--- src/rtl/gf2_partial_linear_map_closure_unit_defines.svh ---
// ----------------------------------------------------------------------------
// Assertion macros for the GF(2) partial linear map closure unit
// Checks are compiled in simulation only; synthesis sees empty bodies.
// ----------------------------------------------------------------------------
`ifndef GF2_PARTIAL_LINEAR_MAP_CLOSURE_UNIT_DEFINES_SVH
`define GF2_PARTIAL_LINEAR_MAP_CLOSURE_UNIT_DEFINES_SVH

`ifndef SYNTHESIS

// invariant checked every clock outside reset
`define GF2PLMC_ASSERT(lbl, clk_i, rstn_i, prop, msg) \
  lbl: assert property (@(posedge clk_i) disable iff (!rstn_i) (prop)) else $error(msg);

// same-cycle implication checked every clock outside reset
`define GF2PLMC_ASSERT_IMPL(lbl, clk_i, rstn_i, ante, cons, msg) \
  lbl: assert property (@(posedge clk_i) disable iff (!rstn_i) (ante) |-> (cons)) \
    else $error(msg);

`else

`define GF2PLMC_ASSERT(lbl, clk_i, rstn_i, prop, msg)

`define GF2PLMC_ASSERT_IMPL(lbl, clk_i, rstn_i, ante, cons, msg)

`endif

`endif

--- src/rtl/gf2plmc_pkg.sv ---
// ----------------------------------------------------------------------------
// gf2plmc_pkg
// Types and codes shared by the GF(2) partial linear map closure unit.
// ----------------------------------------------------------------------------
package gf2plmc_pkg;

  localparam int STORE_DEPTH = 128;
  localparam int IDX_W       = 7;
  localparam int CNT_W       = 8;

  localparam logic [2:0] SIZE_LOG2_RESET   = 3'd7;
  localparam logic       REG_IDX_SIZE_LOG2 = 1'b0;

  typedef enum logic [1:0] {
    CMD_CLEAR  = 2'd0,
    CMD_ADD    = 2'd1,
    CMD_LOOKUP = 2'd2,
    CMD_RSVD   = 2'd3
  } cmd_t;

  typedef enum logic [2:0] {
    ST_ADDED   = 3'd0,
    ST_KNOWN   = 3'd1,
    ST_CONTRA  = 3'd2,
    ST_FOUND   = 3'd3,
    ST_NOTSET  = 3'd4,
    ST_CLEARED = 3'd5,
    ST_RANGE   = 3'd6
  } status_t;

  typedef struct packed {
    logic [1:0]       command;
    logic [IDX_W-1:0] in_x;
    logic [IDX_W-1:0] in_y;
  } in_word_t;

  typedef struct packed {
    logic [2:0]       status;
    logic             pair_valid;
    logic [IDX_W-1:0] out_x;
    logic [IDX_W-1:0] out_y;
    logic [CNT_W-1:0] lowest_unset;
    logic             complete;
    logic             last;
  } out_word_t;

endpackage

--- src/rtl/gf2_partial_linear_map_closure_unit.sv ---
// ----------------------------------------------------------------------------
// gf2_partial_linear_map_closure_unit
// Partially known injective linear map on GF(2)^n: value memory plus known
// marks, closed under XOR whenever a new pair is added.
// ----------------------------------------------------------------------------
//  channel | dir | handshake             | word
//  in_     | in  | in_valid / in_ready   | command, in_x, in_y
//  out_    | out | out_valid / out_ready | status, pair, lowest unset, flags
//  cfg     | in  | psel/penable, pready  | size_log2 at byte address 0
//
//  One word at a time. Clear, out-of-range, mismatch and unset-lookup words go
//  straight to the response; other lookups and adds of a known x first do one
//  memory read. Add of a new x: image scan, lowest-unset walk, write pass over
//  the coset of the known entries, then idle; a separate result word follows
//  only when nothing is derived.
//  Output stalls hold the write pass; a result word waits in the output reg.
//  Reset and any size_log2 write clear the table.
// ----------------------------------------------------------------------------
`include "gf2_partial_linear_map_closure_unit_defines.svh"

module gf2_partial_linear_map_closure_unit #(
  parameter int TABLE_SIZE = 128
) (
  input  logic                    clk,
  input  logic                    rst_n,
  input  logic                    in_valid,
  output logic                    in_ready,
  input  gf2plmc_pkg::in_word_t   in_data,
  output logic                    out_valid,
  input  logic                    out_ready,
  output gf2plmc_pkg::out_word_t  out_data,
  input  logic                    psel,
  input  logic                    penable,
  input  logic                    pwrite,
  input  logic [2:0]              paddr,
  input  logic [31:0]             pwdata,
  output logic [31:0]             prdata,
  output logic                    pready
);
  import gf2plmc_pkg::*;

  localparam int         MAX_LOG2   = $clog2(TABLE_SIZE + 1) - 1;
  localparam logic [2:0] MAX_LOG2_L = 3'(MAX_LOG2);

  typedef enum logic [2:0] {
    S_IDLE,
    S_RDX,
    S_CHECK,
    S_WALK,
    S_WR_ISSUE,
    S_WR_DATA,
    S_RESP
  } state_t;

  state_t             state_r;
  logic [1:0]         cmd_r;
  logic [IDX_W-1:0]   x_r;
  logic [IDX_W-1:0]   y_r;
  logic [CNT_W-1:0]   e_r;
  logic               rd_pend_r;
  logic [CNT_W-1:0]   rem_r;
  logic               none_r;
  logic [2:0]         res_status_r;
  logic               res_pv_r;
  logic [IDX_W-1:0]   res_x_r;
  logic [IDX_W-1:0]   res_y_r;
  logic [CNT_W-1:0]   lu_r;
  logic [CNT_W-1:0]   cnt_r;
  logic [STORE_DEPTH-1:0] known_r;
  logic [2:0]         size_log2_r;
  logic               out_valid_r;
  out_word_t          out_data_r;

  logic [IDX_W-1:0]   mem [0:STORE_DEPTH-1];
  logic [IDX_W-1:0]   rd_q_r;
  logic [IDX_W-1:0]   rd_addr_r;

  logic [2:0]         n_eff;
  logic [CNT_W-1:0]   size_w;
  logic [IDX_W-1:0]   e_idx;
  logic [IDX_W-1:0]   pair_idx;
  logic               e_in;
  logic               old_e;
  logic [IDX_W-1:0]   walk_idx;
  logic               walk_set;
  logic               can_load;
  logic               cfg_wr;
  logic               in_acc;
  logic [IDX_W-1:0]   mem_q;
  logic               mem_rd_en;
  logic [IDX_W-1:0]   mem_rd_addr;
  logic               mem_wr_en;
  logic [IDX_W-1:0]   mem_wr_addr;
  logic [IDX_W-1:0]   mem_wr_data;

  always_comb begin
    n_eff = (size_log2_r == 3'd0) ? 3'd1 : size_log2_r;
    if (n_eff > MAX_LOG2_L) begin
      n_eff = MAX_LOG2_L;
    end
  end
  assign size_w = CNT_W'(1) << n_eff;

  assign e_idx    = e_r[IDX_W-1:0];
  assign pair_idx = e_idx ^ x_r;
  assign e_in     = (e_r < size_w);
  // entry of the subspace before this add: its coset partner is not yet set
  assign old_e    = known_r[e_idx] & ~known_r[pair_idx];
  // known marks as they will be once the closure is written
  assign walk_idx = lu_r[IDX_W-1:0];
  assign walk_set = known_r[walk_idx] | known_r[walk_idx ^ x_r];

  assign can_load = !out_valid_r || out_ready;
  assign cfg_wr   = psel && penable && pwrite && (paddr[2] == REG_IDX_SIZE_LOG2);
  assign in_ready = (state_r == S_IDLE);
  assign in_acc   = in_valid && in_ready;

  assign out_valid = out_valid_r;
  assign out_data  = out_data_r;
  assign prdata    = {29'd0, size_log2_r};
  assign pready    = 1'b1;

  // entry 0 is never stored; it always maps to 0
  assign mem_q = (rd_addr_r == '0) ? '0 : rd_q_r;

  always_comb begin
    mem_rd_en   = 1'b0;
    mem_rd_addr = e_idx;
    case (state_r)
      S_IDLE: begin
        mem_rd_en   = in_acc;
        mem_rd_addr = in_data.in_x;
      end
      S_CHECK:    mem_rd_en = e_in;
      S_WR_ISSUE: mem_rd_en = e_in && old_e;
      default:    mem_rd_en = 1'b0;
    endcase
  end

  // reads hit the old subspace, writes its coset: no same-entry overlap
  assign mem_wr_en   = (state_r == S_WR_DATA);
  assign mem_wr_addr = pair_idx;
  assign mem_wr_data = mem_q ^ y_r;

  always_ff @(posedge clk) begin
    if (mem_wr_en) begin
      mem[mem_wr_addr] <= mem_wr_data;
    end
    if (mem_rd_en) begin
      rd_q_r    <= mem[mem_rd_addr];
      rd_addr_r <= mem_rd_addr;
    end
  end

  always_ff @(posedge clk) begin
    if (!rst_n) begin
      state_r     <= S_IDLE;
      size_log2_r <= SIZE_LOG2_RESET;
      known_r     <= STORE_DEPTH'(1);
      lu_r        <= CNT_W'(1);
      cnt_r       <= CNT_W'(1);
      out_valid_r <= 1'b0;
      rd_pend_r   <= 1'b0;
    end else begin
      if (out_valid_r && out_ready) begin
        out_valid_r <= 1'b0;
      end
      if (cfg_wr) begin
        size_log2_r <= pwdata[2:0];
        known_r     <= STORE_DEPTH'(1);
        lu_r        <= CNT_W'(1);
        cnt_r       <= CNT_W'(1);
      end

      case (state_r)
        S_IDLE: begin
          if (in_acc) begin
            cmd_r    <= in_data.command;
            x_r      <= in_data.in_x;
            y_r      <= in_data.in_y;
            res_pv_r <= 1'b0;
            res_x_r  <= '0;
            res_y_r  <= '0;
            state_r  <= S_RESP;
            case (in_data.command)
              CMD_CLEAR: begin
                known_r      <= STORE_DEPTH'(1);
                lu_r         <= CNT_W'(1);
                cnt_r        <= CNT_W'(1);
                res_status_r <= ST_CLEARED;
              end
              CMD_LOOKUP: begin
                if ({1'b0, in_data.in_x} >= size_w) begin
                  res_status_r <= ST_RANGE;
                end else if (known_r[in_data.in_x]) begin
                  state_r <= S_RDX;
                end else begin
                  res_status_r <= ST_NOTSET;
                  res_x_r      <= in_data.in_x;
                end
              end
              CMD_ADD: begin
                if (({1'b0, in_data.in_x} >= size_w) ||
                    ({1'b0, in_data.in_y} >= size_w)) begin
                  res_status_r <= ST_RANGE;
                end else if ((in_data.in_x == '0) != (in_data.in_y == '0)) begin
                  res_status_r <= ST_CONTRA;
                end else if (known_r[in_data.in_x]) begin
                  state_r <= S_RDX;
                end else begin
                  e_r       <= '0;
                  rd_pend_r <= 1'b0;
                  state_r   <= S_CHECK;
                end
              end
              default: res_status_r <= ST_RANGE;
            endcase
          end
        end

        S_RDX: begin
          if (cmd_r == CMD_LOOKUP) begin
            res_status_r <= ST_FOUND;
            res_pv_r     <= 1'b1;
            res_x_r      <= x_r;
            res_y_r      <= mem_q;
          end else begin
            res_status_r <= (mem_q == y_r) ? ST_KNOWN : ST_CONTRA;
          end
          state_r <= S_RESP;
        end

        // scan all known images for y: a hit would map a nonzero word to 0
        S_CHECK: begin
          rd_pend_r <= e_in && known_r[e_idx];
          if (e_in) begin
            e_r <= e_r + CNT_W'(1);
          end
          if (rd_pend_r && (mem_q == y_r)) begin
            res_status_r <= ST_CONTRA;
            rd_pend_r    <= 1'b0;
            state_r      <= S_RESP;
          end else if (!e_in && !rd_pend_r) begin
            rem_r   <= cnt_r - CNT_W'(1);
            none_r  <= (cnt_r == CNT_W'(1));
            cnt_r   <= cnt_r << 1;
            e_r     <= '0;
            state_r <= S_WALK;
          end
        end

        S_WALK: begin
          if ((lu_r < size_w) && walk_set) begin
            lu_r <= lu_r + CNT_W'(1);
          end else begin
            state_r <= S_WR_ISSUE;
          end
        end

        S_WR_ISSUE: begin
          if (!e_in) begin
            if (none_r) begin
              res_status_r <= ST_ADDED;
              state_r      <= S_RESP;
            end else begin
              state_r <= S_IDLE;
            end
          end else if (old_e) begin
            known_r[pair_idx] <= 1'b1;
            state_r           <= S_WR_DATA;
          end else begin
            e_r <= e_r + CNT_W'(1);
          end
        end

        // write the derived pair; emit it unless it came from entry 0
        S_WR_DATA: begin
          if (e_idx == '0) begin
            e_r     <= e_r + CNT_W'(1);
            state_r <= S_WR_ISSUE;
          end else if (can_load) begin
            out_valid_r             <= 1'b1;
            out_data_r.status       <= ST_ADDED;
            out_data_r.pair_valid   <= 1'b1;
            out_data_r.out_x        <= pair_idx;
            out_data_r.out_y        <= mem_wr_data;
            out_data_r.lowest_unset <= lu_r;
            out_data_r.complete     <= (cnt_r == size_w);
            out_data_r.last         <= (rem_r == CNT_W'(1));
            rem_r                   <= rem_r - CNT_W'(1);
            e_r                     <= e_r + CNT_W'(1);
            state_r                 <= S_WR_ISSUE;
          end
        end

        S_RESP: begin
          if (can_load) begin
            out_valid_r             <= 1'b1;
            out_data_r.status       <= res_status_r;
            out_data_r.pair_valid   <= res_pv_r;
            out_data_r.out_x        <= res_x_r;
            out_data_r.out_y        <= res_y_r;
            out_data_r.lowest_unset <= lu_r;
            out_data_r.complete     <= (cnt_r == size_w);
            out_data_r.last         <= 1'b1;
            state_r                 <= S_IDLE;
          end
        end

        default: state_r <= S_IDLE;
      endcase
    end
  end

  // known set is a subspace, so its size stays a power of two
  `GF2PLMC_ASSERT(a_count_pow2, clk, rst_n, $onehot(cnt_r), "known count not a power of two")

  `GF2PLMC_ASSERT_IMPL(a_no_zero_write, clk, rst_n, mem_wr_en, mem_wr_addr != '0,
                       "closure wrote entry 0")

  `GF2PLMC_ASSERT_IMPL(a_mid_word_pair, clk, rst_n, out_valid && !out_data.last,
                       (out_data.status == ST_ADDED) && out_data.pair_valid,
                       "non-final word is not a derived pair")

endmodule
--- config.mk ---
export PLATFORM = sky130hd
export DESIGN_NAME = gf2_partial_linear_map_closure_unit
export DESIGN_NICKNAME = d
export VERILOG_FILES = /design/src/rtl/gf2plmc_pkg.sv /design/src/rtl/gf2_partial_linear_map_closure_unit.sv
export VERILOG_INCLUDE_DIRS = /design/src /design/src/rtl
export SDC_FILE = /design/constraint.sdc
export NUM_CORES = 2
export LEC_CHECK = 0
export BUFFER_PORTS_ARGS = -buffer_cell sky130_fd_sc_hd__buf_4
export CAP_MARGIN = 10
export CORE_UTILIZATION = 35
export DETAILED_ROUTE_END_ITERATION = 8
export MAX_ROUTING_LAYER = met4
export SYNTH_ARGS = -nofsm -noshare
export SYNTH_HDL_FRONTEND = slang
export SYNTH_SLANG_ARGS = --single-unit
--- constraint.sdc ---
create_clock -name clk -period 15.4 [get_ports clk]
set_input_delay 0.77 -clock clk [delete_from_list [all_inputs] [get_ports clk]]
set_output_delay 0.77 -clock clk [all_outputs]
set_load 0.02 [all_outputs]
Word-level counts from Yosys, hierarchy flattened:

Memories as Yosys holds them, arrays and structs flattened. A register that Yosys moved wholly into a read port is not among the register bits.
Cells that the tools add are included.

* bits in registers: 238
* bits in latches: 0
* RAM bits: 896
* memory bits (read-only): 0
* input port bits: 58
* output and inout bits: 63
* logic and storage cells: 236
* memories: 1

Memories
* mem: depth 128, width 7, rd ports 1, clocked after Yosys merged registers in 1, wr ports 1, RTL line gf2_partial_linear_map_closure_unit.sv:74 `logic [IDX_W-1:0] mem [0:STORE_DEPTH-1];`

* $add $sub $neg: 4
* multiply operators: 0
* divide/modulo/power cells: 0
* $lt $le $gt $ge: 11
* equal/unequal tests: 36
* shift-type cells: 1
* multiplexer cells: 111
* bitwise gates (word level): 9
* reductions and logical operators: 38

Operator list (count)
* 128-bit two-way mux: 6
* 128-bit one-hot mux with 2 select lines: 1
* 8-bit two-way mux: 25
* 128-bit bitwise OR: 1
* 28-bit two-way mux: 3
* 3-bit two-way mux: 24
* 7-bit two-way mux: 9
* 28-bit one-hot mux with 2 select lines: 1
* 8-bit one-hot mux with 2 select lines: 3
* 7-bit by 8-bit less-than comparator with 1-bit output, second input constant: 5
* 1-bit binary-select mux with 7-bit select: 5
* 8-bit one-hot mux with 4 select lines: 1
* 2-bit != test, second input constant: 15
* 7-bit logical NOT: 4
* 7-bit one-hot mux with 2 select lines: 2
* 3-bit one-hot mux with 7 select lines: 1
* 7-bit bitwise XOR: 3
* 1-bit two-way mux: 19
* 6-bit AND reduction: 3
* 8-bit by 1-bit adder with 8-bit output, second input constant: 2
* 8-bit by 1-bit == test with 1-bit output, second input constant: 2
* 7-bit by 8-bit greater-or-equal comparator with 1-bit output: 2
* 8-bit less-than comparator: 2
* 8-bit by 1-bit subtractor with 8-bit output, second input constant: 2
* other kinds (37): 69

Longest topological paths before layout:

* depth after elaboration: 11
* mapped depth: 15

Least setup slack after synthesis:

OpenSTA, ideal clock, no wires.

* kind: flip-flop to flip-flop
* start point: register rd_addr_r[1]
* end point: memory mem[0][1], data pin
* library setup time: 0.932 ns
* data arrival time: 4.483 ns
* path slack: 9.985 ns
* cell stages (with the launch flop): 6
* buffers on the path: 1
* path through: edfxtp_1 > nor3_1 > nand2_1 > clkbuf_1 > nand2_1 > xnor2_1

* word-level cells in the longest chain between the ends: 3

RTL lines
* start, declared: RTL line gf2_partial_linear_map_closure_unit.sv:76 `logic [IDX_W-1:0] rd_addr_r;`
* start signal, assigned: RTL line gf2_partial_linear_map_closure_unit.sv:151 `rd_addr_r <= mem_rd_addr;`
* 7-bit logical NOT: RTL line gf2_partial_linear_map_closure_unit.sv:124 `assign mem_q = (rd_addr_r == '0) ? '0 : rd_q_r;`
* 7-bit two-way mux: RTL line gf2_partial_linear_map_closure_unit.sv:124
* 7-bit bitwise XOR: RTL line gf2_partial_linear_map_closure_unit.sv:143 `assign mem_wr_data = mem_q ^ y_r;`
* net mem_wr_data[1]: RTL line gf2_partial_linear_map_closure_unit.sv:94 `logic [IDX_W-1:0] mem_wr_data;`
* end, declared: RTL line gf2_partial_linear_map_closure_unit.sv:74

The timed path passes the listed nets, and every way through them passes these cells.

Worst setup path in the final report:

* start point: register state_r[0]
* end point: register rd_q_r[2], read port of mem, data pin

* word-level cells in the longest chain between the ends: 3

RTL lines
* start, declared: RTL line gf2_partial_linear_map_closure_unit.sv:55 `state_t state_r;`
* start signal, assigned: RTL line gf2_partial_linear_map_closure_unit.sv:157 `state_r <= S_IDLE;`
* start signal, assigned: RTL line gf2_partial_linear_map_closure_unit.sv:184 `state_r <= S_RESP;`
* start signal, assigned: RTL line gf2_partial_linear_map_closure_unit.sv:196 `state_r <= S_RDX;`
* 3-bit logical NOT: RTL line gf2_partial_linear_map_closure_unit.sv:115, gf2_partial_linear_map_closure_unit.sv:129
* 1-bit logical AND: RTL line gf2_partial_linear_map_closure_unit.sv:116 `assign in_acc = in_valid && in_ready;`
* 1-bit one-hot mux with 3 select lines: RTL line gf2_partial_linear_map_closure_unit.sv:129 `case (state_r)`
* end, declared: RTL line gf2_partial_linear_map_closure_unit.sv:75 `logic [IDX_W-1:0] rd_q_r;`

Several ways; a longest one is shown, not always the timed one.
A chain may end at the register's enable or synchronous reset.

==> results.md <==
* Post-synthesis sequential area ratio at 0.622
* Register-to-register setup slack at 9120 ps
* Levels on crit path at 12
* Clk pwr share at 0.255
* Largest net degree at the start of global routing at 173
* Hold path endpoint: y_r[5]$_DFFE_PP_
* WHS Path Cells at 1
* Top post-synthesis cells by area: edfxtp_1 (56%), nand2_1 (8.0%), dfxtp_1 (5.8%)
* Root buf cell: clkbuf_16
* Distinct cells, synth at 88
* Seq pwr share at 0.370
* Vias in the first global route at 34614
* Crit Path Max Fanout at 65
* Setup-failing EPs final at 0
* Post-synth top area share at 0.564
* Post_cts resized at 0
* Dominant cell type by count on the critical path: buf_4
* Clock transition at path regs at 60 ps
* Max stage delay cell, worst path: a211oi_1
* Seq. cell area at 32700 sq um
* Unrepaired setup endpoints after global routing: false
* Cells on worst reg2reg path at 12
* GP Congestion at roughly 0.96
* Total number of vias at 37166
* Tightest Pin Transition at 1280 ps
* Sw frac at 0.400
* Hold path startpoint: in_data[5]
* Outcome: completed
* Area added between synthesis and finish at 11.4%
* Pwr Density at 187 nW/um^2
* P_leak at 0.0195 uW
* Max-Cap Viols at 0
* Vias/cell at 5.69
* FMAX at around 0.16 GHz
* Pre-Repair DR Iteration Count at 9
* WP buf/inv at 5
* Setup CP Type: reg -> reg
* Die area at roughly 150000 sq um
* Die Height at 390 um
* Clk sinks at roughly 1100
* Worst hold path type: in -> reg
* Worst Setup End Kind: flop
* Share of cells above drive strength 1 at 0.113
* Top Ports at around 120
* Syn Std Cell Area at between 50000 and 60000 sq um
* Yosys reg bits at 1141
* Post-CTS Setup Bufs at 0
* Num CTS Buffers at 113
* Final setup TNS at 0 ps
* Leading area contributor after synthesis: edfxtp_1
* Final #Nets at 4530
* Clock latency at the later pin of the worst-skew pair at around 740 ps
* Core Rows at ~140
* Async S/R FF share, synth at 0
* Worst Path Arrival at 6660 ps
* CTS tree: yes
* Global-route wire length before repair at 227 mm
* CTS H-tree depth at 3
* Synth warn at 0
* Peak supply drop at 192 uV
* Initial Util at 0.354
* Synthesized area per cell at 11.6 sq um
* Post-synth EDFFs at 989
* Critical Path Source Type: flop
* CP max stage delay at 840 ps
* Initial antenna violation count at 2
* Max-slew violations at 0
* Final wirelength at 153 mm
* Final Critical Period at 6280 ps
* CP cell instances: or3_1 -> clkinv_1 -> mux2i_4 -> buf_4 -> inv_4 -> buf_4 -> buf_4 -> a311oi_1 -> a311oi_1 -> a31oi_1 -> a211oi_1 -> nor4_1
* Required time of the worst setup path at 15780 ps
* Number of remaining DRC errors at 0
* Fin worst setup slack at between 9000 and 10000 ps
* R2R Path End: rd_q_r[2]$_DFFE_PP_
* Slew HR at 0.142
* Die W at 390 um
* Util after Layout at 0.394
* Worst R2R Start: state_r[0]$_SDFFE_PN0P_
* Overall Power at 10900 uW
* Internal power at approximately 6600 uW
* Multi-input gate area at 18400 sq um
* Detail Placement HPWL at 90.8 mm
* Post-Synthesis Cells at 4518
* Combinational Power Share at 0.374
* Core area at 149000 sq um
* DP Worst Slack at 9200 ps
* Period utilization at 0.408
* All-Layer GR Usage at 0.203
* Post-CTS Hold Buffers at 0
* Synth Flop Type: edfxtp_1
* Initial DRC Count at 4275
* Layout fillers at approximately 14000
* Crit-path leading delay family: buffers and inverters
* Fin Clk Skew at slightly below 40 ps
* Hold WS at 262 ps
* IO Port Bufs at 59
* WL per Instance at between 20 and 25 um
* Maximum clock insertion buffer count at 3
* Final ANT Viol Nets at 0
* Switching power at 4370 uW
* Antenna Cells at 0
* Overflow after GRT at 0
* Final hold vios at 0
-- area by class of cell --
type                       count  area share
sequential                  1141       0.559
multi-input combinational   3010       0.314
clock buffer                 146      0.0520
tap                         2002      0.0427
timing repair buffer         133      0.0181
clock inverter                67      0.0117
inverter                      34     0.00252
-- cell families (layout without fill, tap and decap cells) --
group,after synthesis,count (layout),share of synthesized area
and+or+nand+nor,2061,2061,0.172
DFF,1141,1141,0.622
AOI/OAI and AO/OA,629,629,0.0856
buffers and inverters,397,380,0.0337
muxes,198,198,0.0678
xor gates and xnor gates,50,50,0.00904
adders and majority gates,40,40,0.00946
other,2,32,0.000143
-- power by group through the flow --
stage	clock network, uW	logic (uW)	registers, uW
2_1_floorplan	0	2560	4180
3_3_place_gp	0	4010	4110
3_5_place_dp	0	4060	4120
4_1_cts	2830	4070	4050
5_1_grt	2940	4390	4060
6_report	2790	4100	4050
-- how the worst max path moves through the flow --
stage                                  startpoint             endpoint  slack [ps]
after floorplan            rd_addr_r[1]$_DFFE_PP_  mem[0][1]$_DFFE_PP_        9980
final                     state_r[0]$_SDFFE_PN0P_  rd_q_r[2]$_DFFE_PP_        9120
after CTS                 state_r[0]$_SDFFE_PN0P_  rd_q_r[2]$_DFFE_PP_        9180
after global placement    state_r[0]$_SDFFE_PN0P_  rd_q_r[2]$_DFFE_PP_        9190
after global routing      state_r[0]$_SDFFE_PN0P_  rd_q_r[2]$_DFFE_PP_        8890
after detailed placement  state_r[0]$_SDFFE_PN0P_  rd_q_r[2]$_DFFE_PP_        9200
-- through the flow --
stage,std cells,area (sq um)
2_1_floorplan,4548,52700
3_3_place_gp,6320,54900
3_5_place_dp,6320,54900
4_1_cts,6533,58600
5_1_grt,6533,58600
6_report,6533,58600
-- sequential cells by signal, indices dropped and copies added (netlist names), 7 cells and up --
name,count
y_r,7
x_r,7
cnt_r,8
rd_q_r,7
rem_r,8
rd_addr_r,7
e_r,8
mem,896
res_x_r,7
res_y_r,7
out_data,28
lu_r,8
known_r,128
-- synthesized netlist by cell type, types with 37 or more instances --
library cell and number:
nand2_1 1115, edfxtp_1 989, nand3_1 504, nor2_1 228, clkbuf_1 205, dfxtp_1 152, a311oi_1 144, mux4_2 120
buf_2 87, o21ai_1 80, and3_1 74, a21oi_1 64, mux2i_1 59, a22oi_1 58, o21ai_0 55, a31oi_1 50
a211oi_1 39, ha_1 39, buf_4 37
-- per-layer routing --
metal,up-vias,GRT usage,wire (um)
met3,346,0.0313,12600
met1,18436,0.273,63900
met2,1766,0.314,71100
met5,-,-,0
li1,16618,-,-
met4,0,0.0684,5540
-- cell usage in the layout (no fill, tap or decap), types with 11 or more instances in the layout --
master	netlist	layout
a211oi_1	39	38
a21oi_1	64	64
a22oi_1	58	58
a311oi_1	144	144
a31oi_1	50	50
a32o_1	27	27
and3_1	74	73
buf_4	37	128
bufinv_16	0	11
clkbuf_1	205	24
clkbuf_16	0	114
clkinv_1	1	23
clkinv_2	0	25
conb_1	2	32
dfxtp_1	152	149
edfxtp_1	989	989
ha_1	39	39
inv_1	29	28
mux2_2	13	13
mux2i_1	59	57
mux4_2	120	120
nand2_1	1115	1114
nand2b_1	14	14
nand3_1	504	504
nor2_1	228	228
nor2b_1	18	18
nor3_1	27	22
nor3_2	10	15
nor4_1	16	16
o21ai_0	55	54
o21ai_1	80	80
o22ai_1	11	11
xnor2_1	24	17
xor2_1	21	18
No activity file was read; power rests on OpenSTA's default activity.
